<file path="config.mk">
export PLATFORM = sky130hd
export DESIGN_NAME = kernel_3x3_image_filter
export DESIGN_NICKNAME = d
export VERILOG_FILES = /design/src/kif_pkg.sv /design/src/kif_line_buffer.sv /design/src/kif_mac.sv /design/src/kernel_3x3_image_filter.sv
export SDC_FILE = /design/constraint.sdc
export NUM_CORES = 2
export LEC_CHECK = 0
export BUFFER_PORTS_ARGS = -buffer_cell sky130_fd_sc_hd__buf_2
export CORE_UTILIZATION = 40
export DETAILED_ROUTE_END_ITERATION = 6
export RECOVER_POWER = 50
export SETUP_SLACK_MARGIN = 0.1
export SLEW_MARGIN = 20
export SYNTH_ARGS = -nofsm -noshare
export SYNTH_HDL_FRONTEND = slang
export SYNTH_SLANG_ARGS = --single-unit
</file>
<file path="constraint.sdc">
create_clock -name i_clk -period 13.6 [get_ports i_clk]
set_clock_uncertainty 0.15 [all_clocks]
set_input_delay 0.68 -clock i_clk [delete_from_list [all_inputs] [get_ports i_clk]]
set_output_delay 0.68 -clock i_clk [all_outputs]
set_load 0.02 [all_outputs]
</file>
<file path="src/kif_pkg.sv">
// shared constants and types for the 3x3 image filter
package kif_pkg;

    localparam int LINE_WIDTH   = 64;
    localparam int FRAME_HEIGHT = 64;

    localparam int COL_W     = $clog2(LINE_WIDTH);
    localparam int ROW_W     = $clog2(FRAME_HEIGHT);
    localparam int PIX_W     = 8;
    localparam int COEF_W    = 8;
    localparam int KROW_W    = 3 * COEF_W;
    localparam int POS_W     = 6;
    localparam int PROD_W    = COEF_W + PIX_W + 1;
    localparam int SUM_W     = 20;
    localparam int CFG_IDX_W = 2;

    localparam logic [COL_W-1:0] COL_LAST = COL_W'(LINE_WIDTH - 1);
    localparam logic [ROW_W-1:0] ROW_LAST = ROW_W'(FRAME_HEIGHT - 1);

    localparam logic [CFG_IDX_W-1:0] REG_KERNEL_TOP    = 2'd0;
    localparam logic [CFG_IDX_W-1:0] REG_KERNEL_MID    = 2'd1;
    localparam logic [CFG_IDX_W-1:0] REG_KERNEL_BOTTOM = 2'd2;

    localparam logic [KROW_W-1:0] KROW_TOP_RESET    = 24'd0;
    localparam logic [KROW_W-1:0] KROW_MID_RESET    = 24'd256;
    localparam logic [KROW_W-1:0] KROW_BOTTOM_RESET = 24'd0;

    // [kernel row][kernel column][pixel bits]
    typedef logic [2:0][2:0][PIX_W-1:0] t_window;
    typedef logic [2:0][KROW_W-1:0] t_kernel;

    typedef struct packed {
        logic             last;
        logic [POS_W-1:0] row;
        logic [POS_W-1:0] col;
    } t_meta;

    typedef struct packed {
        logic    valid;
        t_meta   meta;
        t_window pix;
    } t_tap;

endpackage

</file>
<file path="src/kif_line_buffer.sv">
// position counters, two line stores and the 3x3 window
module kif_line_buffer import kif_pkg::*; (
    input  logic             i_clk,
    input  logic             i_rst_n,
    input  logic             i_en,
    input  logic             i_accept,
    input  logic [PIX_W-1:0] i_pixel,
    input  logic             i_frame_start,
    output t_tap             o_tap
);

    logic [PIX_W-1:0] r_line_above     [LINE_WIDTH];
    logic [PIX_W-1:0] r_line_two_above [LINE_WIDTH];

    logic [ROW_W-1:0] r_row, n_row;
    logic [COL_W-1:0] r_col, n_col;
    logic [ROW_W-1:0] cur_row;
    logic [COL_W-1:0] cur_col;

    logic             r1_valid;
    logic [PIX_W-1:0] r1_px;
    logic [PIX_W-1:0] r1_top;
    logic [PIX_W-1:0] r1_mid;
    logic [ROW_W-1:0] r1_row;
    logic [COL_W-1:0] r1_col;

    logic [PIX_W-1:0] r_win [6];

    logic [ROW_W-1:0] row_m2;
    logic [COL_W-1:0] col_m2;

    always_comb begin
        cur_row = i_frame_start ? '0 : r_row;
        cur_col = i_frame_start ? '0 : r_col;
        n_row   = cur_row;
        n_col   = cur_col + COL_W'(1);
        if (cur_col == COL_LAST) begin
            n_col = '0;
            n_row = (cur_row == ROW_LAST) ? '0 : cur_row + ROW_W'(1);
        end
    end

    always_ff @(posedge i_clk) begin
        if (!i_rst_n) begin
            r_row    <= '0;
            r_col    <= '0;
            r1_valid <= 1'b0;
            for (int i = 0; i < 6; i++) begin
                r_win[i] <= '0;
            end
        end else begin
            if (i_accept) begin
                r_row <= n_row;
                r_col <= n_col;
            end
            if (i_en) begin
                r1_valid <= i_accept;
                if (r1_valid) begin
                    r_win[0] <= r_win[3];
                    r_win[1] <= r_win[4];
                    r_win[2] <= r_win[5];
                    r_win[3] <= r1_top;
                    r_win[4] <= r1_mid;
                    r_win[5] <= r1_px;
                end
            end
        end
    end

    // line stores: read at accept into the stage-1 registers, written back from the stage-1 item
    always_ff @(posedge i_clk) begin
        if (i_en) begin
            r1_px  <= i_pixel;
            r1_row <= cur_row;
            r1_col <= cur_col;
            r1_top <= r_line_two_above[cur_col];
            r1_mid <= r_line_above[cur_col];
            if (r1_valid) begin
                r_line_two_above[r1_col] <= r1_mid;
                r_line_above[r1_col]     <= r1_px;
            end
        end
    end

    assign row_m2 = r1_row - ROW_W'(2);
    assign col_m2 = r1_col - COL_W'(2);

    always_comb begin
        o_tap.valid    = r1_valid && (r1_row >= ROW_W'(2)) && (r1_col >= COL_W'(2));
        o_tap.meta.row = POS_W'(row_m2);
        o_tap.meta.col = POS_W'(col_m2);
        o_tap.meta.last = (r1_row == ROW_LAST) && (r1_col == COL_LAST);
        for (int a = 0; a < 3; a++) begin
            o_tap.pix[a][0] = r_win[a];
            o_tap.pix[a][1] = r_win[3 + a];
        end
        o_tap.pix[0][2] = r1_top;
        o_tap.pix[1][2] = r1_mid;
        o_tap.pix[2][2] = r1_px;
    end

`ifndef SYNTH
    a_frame_start_restarts: assert property (@(posedge i_clk) disable iff (!i_rst_n)
        i_accept && i_frame_start |=> r_col == COL_W'(1) && r_row == '0)
        else $error("frame start did not restart the position counters");

    a_col_wraps: assert property (@(posedge i_clk) disable iff (!i_rst_n)
        i_accept && !i_frame_start && r_col == COL_LAST |=> r_col == '0)
        else $error("column counter did not wrap at end of line");

    a_window_shift: assert property (@(posedge i_clk) disable iff (!i_rst_n)
        i_en && r1_valid |=> r_win[5] == $past(r1_px) && r_win[0] == $past(r_win[3]))
        else $error("window did not shift in the stage-1 column");
`endif

endmodule

</file>
<file path="src/kif_mac.sv">
// nine coefficient products and the registered adder tree
module kif_mac import kif_pkg::*; (
    input  logic                    i_clk,
    input  logic                    i_rst_n,
    input  logic                    i_en,
    input  t_tap                    i_tap,
    input  t_kernel                 i_kernel,
    output logic                    o_valid,
    output t_meta                   o_meta,
    output logic signed [SUM_W-1:0] o_sum
);

    logic signed [COEF_W-1:0] n_coef [3][3];
    logic signed [PIX_W:0]    n_px   [3][3];
    logic signed [PROD_W-1:0] n_prod [3][3];
    logic signed [PROD_W-1:0] r_prod [3][3];
    logic signed [SUM_W-1:0]  n_rsum [3];
    logic signed [SUM_W-1:0]  r_rsum [3];

    logic  r2_valid, r3_valid;
    t_meta r2_meta, r3_meta;

    always_comb begin
        for (int a = 0; a < 3; a++) begin
            for (int b = 0; b < 3; b++) begin
                n_coef[a][b] = $signed(i_kernel[a][b*COEF_W +: COEF_W]);
                n_px[a][b]   = $signed({1'b0, i_tap.pix[a][b]});
                n_prod[a][b] = n_coef[a][b] * n_px[a][b];
            end
        end
    end

    always_comb begin
        for (int a = 0; a < 3; a++) begin
            n_rsum[a] = SUM_W'(r_prod[a][0]) + SUM_W'(r_prod[a][1]) + SUM_W'(r_prod[a][2]);
        end
    end

    always_ff @(posedge i_clk) begin
        if (!i_rst_n) begin
            r2_valid <= 1'b0;
            r3_valid <= 1'b0;
        end else if (i_en) begin
            r2_valid <= i_tap.valid;
            r3_valid <= r2_valid;
        end
    end

    always_ff @(posedge i_clk) begin
        if (i_en) begin
            r2_meta <= i_tap.meta;
            r3_meta <= r2_meta;
            for (int a = 0; a < 3; a++) begin
                for (int b = 0; b < 3; b++) begin
                    r_prod[a][b] <= n_prod[a][b];
                end
                r_rsum[a] <= n_rsum[a];
            end
        end
    end

    assign o_valid = r3_valid;
    assign o_meta  = r3_meta;
    assign o_sum   = r_rsum[0] + r_rsum[1] + r_rsum[2];

endmodule

</file>
<file path="src/kernel_3x3_image_filter.sv">
// 3x3 correlation filter on a raster pixel stream
// one pixel per cycle sustained; all stages advance together unless a result is held
// from accept to a valid result, a pixel passes these registers in order:
// line store read at accept, products, row sums and final sum, each in its own register
// reset (synchronous, active low) clears counters, window and valid flags, loads identity kernel
// line stores are not cleared; only entries already written in the current frame are used
module kernel_3x3_image_filter import kif_pkg::*; (
    input  logic                    i_clk,
    input  logic                    i_rst_n,
    input  logic                    i_valid,
    output logic                    o_stall,
    input  logic [PIX_W-1:0]        i_pixel,
    input  logic                    i_frame_start,
    output logic                    o_valid,
    input  logic                    i_stall,
    output logic signed [SUM_W-1:0] o_filtered,
    output logic [POS_W-1:0]        o_out_row,
    output logic [POS_W-1:0]        o_out_col,
    output logic                    o_frame_last,
    input  logic                    i_cfg_we,
    input  logic [CFG_IDX_W-1:0]    i_cfg_index,
    input  logic [KROW_W-1:0]       i_cfg_data
);

    t_kernel r_kernel;
    logic    en;
    logic    accept;
    t_tap    tap;
    logic    mac_valid;
    t_meta   mac_meta;
    logic signed [SUM_W-1:0] mac_sum;

    logic r_out_valid;

    // pipeline moves whenever the output register is free or being drained
    assign en      = !(r_out_valid && i_stall);
    assign o_stall = !en;
    assign accept  = i_valid && en;

    always_ff @(posedge i_clk) begin
        if (!i_rst_n) begin
            r_kernel[0] <= KROW_TOP_RESET;
            r_kernel[1] <= KROW_MID_RESET;
            r_kernel[2] <= KROW_BOTTOM_RESET;
        end else if (i_cfg_we) begin
            case (i_cfg_index)
                REG_KERNEL_TOP:    r_kernel[0] <= i_cfg_data;
                REG_KERNEL_MID:    r_kernel[1] <= i_cfg_data;
                REG_KERNEL_BOTTOM: r_kernel[2] <= i_cfg_data;
                default: ;
            endcase
        end
    end

    kif_line_buffer u_line_buffer (
        .i_clk         (i_clk),
        .i_rst_n       (i_rst_n),
        .i_en          (en),
        .i_accept      (accept),
        .i_pixel       (i_pixel),
        .i_frame_start (i_frame_start),
        .o_tap         (tap)
    );

    kif_mac u_mac (
        .i_clk    (i_clk),
        .i_rst_n  (i_rst_n),
        .i_en     (en),
        .i_tap    (tap),
        .i_kernel (r_kernel),
        .o_valid  (mac_valid),
        .o_meta   (mac_meta),
        .o_sum    (mac_sum)
    );

    always_ff @(posedge i_clk) begin
        if (!i_rst_n) begin
            r_out_valid <= 1'b0;
        end else if (en) begin
            r_out_valid <= mac_valid;
        end
    end

    always_ff @(posedge i_clk) begin
        if (en) begin
            o_filtered   <= mac_sum;
            o_out_row    <= mac_meta.row;
            o_out_col    <= mac_meta.col;
            o_frame_last <= mac_meta.last;
        end
    end

    assign o_valid = r_out_valid;

endmodule
</file>
==> run metrics <==
pwr/cell area 124 nW/um^2; Die Area 199000 sq um; Worst-path clk slew 0.06 ns; Synth warnings 0; highest cell delay on the worst timing path 2.93 ns; Adder-Cell Fraction of Synth Area 17.7%; Synth top cells by count edfxtp_1, inv_1, ha_1; type of the most critical hold path input port to flop; pin count of the biggest net entering global routing 117; worst hold stages 3; required time of the critical path 14.00 ns; Post-Layout Cell Count 8844; GRT overflow 0; R2R setup slack 5.65 ns; Worst Setup Path Type flop to flop; Max Buffers Root-to-Sink 3; final WL 202000 um; Area after DPL 82400 sq um; gp weighted congestion 0.862; slowest CP cell clkbuf_1; most frequent cell after synthesis edfxtp_1; synthesized area 78700 sq um; htree depth 4; design area 87500 sq um; Worst-Margin Slew 4.18 ns; Synth async-reset ratio 0%; setup TNS 0 ns; Worst Setup End Kind flop; crit share post-route 58.5%; EDFF count, synth 1377; Area Growth Syn to Fin 11.1%; status finished with violations; Arr. time, crit path 8.35 ns; violated checks design-rule violations, max-capacitance violations, max-slew violations; die extent in x 446 um; R2R Path Start u_line_buffer.r1_mid[4]; core area 195000 sq um; flops & latches, synth 1465; Nets 7001; worst-path cell chain clkbuf_1 > nand2_1 > fa_1 > fa_1 > inv_1 > fa_1 > inv_1 > fa_1 > inv_1 > ha_1 > o21a_1 > o31a_1 > o211ai_1 > a21oi_1 > a2111oi_2 > a21oi_1 > xnor2_1; Simple-Gate Fraction of Synth Area 8.73%; initial antenna violation count 14; Startpoint Class flop; postcts setup bufs 0; area share of the largest cell type after synthesis 52.5%; CTS tree built; setup ws final 5.65 ns; Tmin final 7.95 ns; post-DR wirelength/cell 22.9 um; crit-path max FO 73; Max Freq 0.126 GHz; fillers 17480; Place WS 7.73 ns; Register Area 43100 sq um; Worst path most repeated cell fa_1; Pre-antenna DRT Iters 7; largest family of logic cells by synthesized area adder cells; Starting Density 40.3%; Post-Synth XOR/XNOR Area 1.59%; FF-to-FF path depth 17; Worst Hold Launch i_cfg_data[5]; DR iter-0 viols 4039; Synth Area per Inst 13.2 sq um; Top delay family on crit path buffers and inverters; I/O Pins 75; DR vias 47739; Synth Area in Compound Gates 8.68%; total of max-cap violations 25; clk_lat worst skew 0.84 ns; post-DR vias/cell 5.40; Slew Viols, Final 1512; Overall Global Routing Usage 20.3%; post-route ant nets 0; dpl cells 8543; vias in the first global route 48002; Most used DFF post-synth edfxtp_1; Row Count 162; footprint of the multi-input gates 32700 sq um; Final Hold Violating Endpoints 0; Post-Syn Nets 6860; synth unique cells 82; post-synthesis cell count 5949; CTS resizes 0; WHS Endpoint r_kernel[5]; Bufs and invs on worst path 4; Port Buffer Count 74; first-pass GRT wire length 304000 um; leakage power 33.9 nW; hpwl dp 135000 um; Final setup violation count 0; clk root buf clkbuf_16; Hold-fix buffers, CTS 10; TritonCTS Sinks 1465; Seq/Total Area, Yosys 54.8%; Remaining DRCs 1; Area contributors post-synth edfxtp_1, fa_1, ha_1, and2_1, inv_1; worst vdd ir 0.000133 V; mux cell area share after synthesis 4.59%; Rel. slew slack -179%; share of cells above drive strength 1 8.15%; cts bufs inserted 158; die height 446 um; area leader, netlist edfxtp_1; RR Endpoint u_mac.r_prod[1][16]; RSZ-0062 raised after global routing false
cells by family after synthesis:
logic type,Yosys count
flip-flops,1465
AND/OR/NAND/NOR,1379
AO/OA/AOI/OAI,1015
adder cells (fa/ha/maj),871
buffers and inverters,786
multiplexers,290
XOR/XNOR,143
stage by stage:
stage | utilization, % | total power [mW] | hold WS (ns)
finish | 44.8 | 10.8 | 0.0665
global placement | 42.2 | 6.66 | 0.255
floorplan | - | 6.23 | 0.250
CTS | 44.9 | 10.9 | 0.0179
global route | 44.8 | 11.2 | 0.0375
detailed placement | 42.2 | 6.68 | 0.255
worst max path at each step:
stage	from	end	slack, ns	depth (start not counted)
after global placement	u_line_buffer.r1_px[1]	u_mac.r_prod[2][16]	7.75	17
after global routing	u_line_buffer.r1_mid[4]	u_mac.r_prod[1][16]	5.31	17
final	u_line_buffer.r1_mid[4]	u_mac.r_prod[1][16]	5.65	17
after detailed placement	u_line_buffer.r1_px[1]	u_mac.r_prod[2][16]	7.73	17
after CTS	u_line_buffer.r1_px[1]	u_mac.r_prod[2][16]	7.66	17
after floorplan	i_stall	u_line_buffer.r_win[0][0]	3.81	3
layer usage:
metal / up-vias / GRT usage (%) / wire, um
li1: 21679 / - / -
met1: 24288 / 27.1 / 85900
met2: 1490 / 34.3 / 98900
met3: 280 / 2.75 / 11700
met4: 2 / 6.00 / 5640
met5: - / 0 / 13
power by group:
group / switching, mW / leakage (nW) / total, mW / internal, mW
registers: 0.142 / 13.9 / 5.31 / 5.16
logic: 0.796 / 17.5 / 1.29 / 0.490
clock network: 1.85 / 2.49 / 4.26 / 2.40
state kept, by name (all words and copies together) (netlist names), 6 cells and up:
| signal | cells |
|---|---|
| o_filtered | 20 |
| o_out_col | 6 |
| o_out_row | 6 |
| r_kernel | 72 |
| u_line_buffer.r1_col | 6 |
| u_line_buffer.r1_mid | 8 |
| u_line_buffer.r1_px | 8 |
| u_line_buffer.r1_row | 6 |
| u_line_buffer.r1_top | 8 |
| u_line_buffer.r_col | 6 |
| u_line_buffer.r_line_above | 512 |
| u_line_buffer.r_line_two_above | 512 |
| u_line_buffer.r_row | 6 |
| u_line_buffer.r_win | 48 |
| u_mac.o_meta | 13 |
| u_mac.r2_meta | 13 |
| u_mac.r_prod | 153 |
| u_mac.r_rsum | 57 |
cell type report:
class	instances	share of cell area (%)
inverter	582	2.50
clock inverter	84	1.03
clock buffer	204	4.81
antenna	2	0.00572
sequential	1465	49.3
multi-input combinational	3698	37.3
timing repair buffer	185	1.25
tap	2624	3.75
layout by cell type (no fill, tap or decap), drive strengths merged, types with 151 or more instances in the layout:
cell type  synthesis  final
clkbuf           121    272
ha               464    464
mux2i            151    151
nand2            444    444
fa               407    407
nor2             245    245
o21ai            165    165
inv              581    590
a21oi            266    266
edfxtp          1377   1377
and2             425    425
tightest hold or removal path, stage by stage:
cell and delay, ns:
buf_2 0.17, nand2_1 0.07, a21boi_0 0.06
No activity file was read; power rests on OpenSTA's default activity.
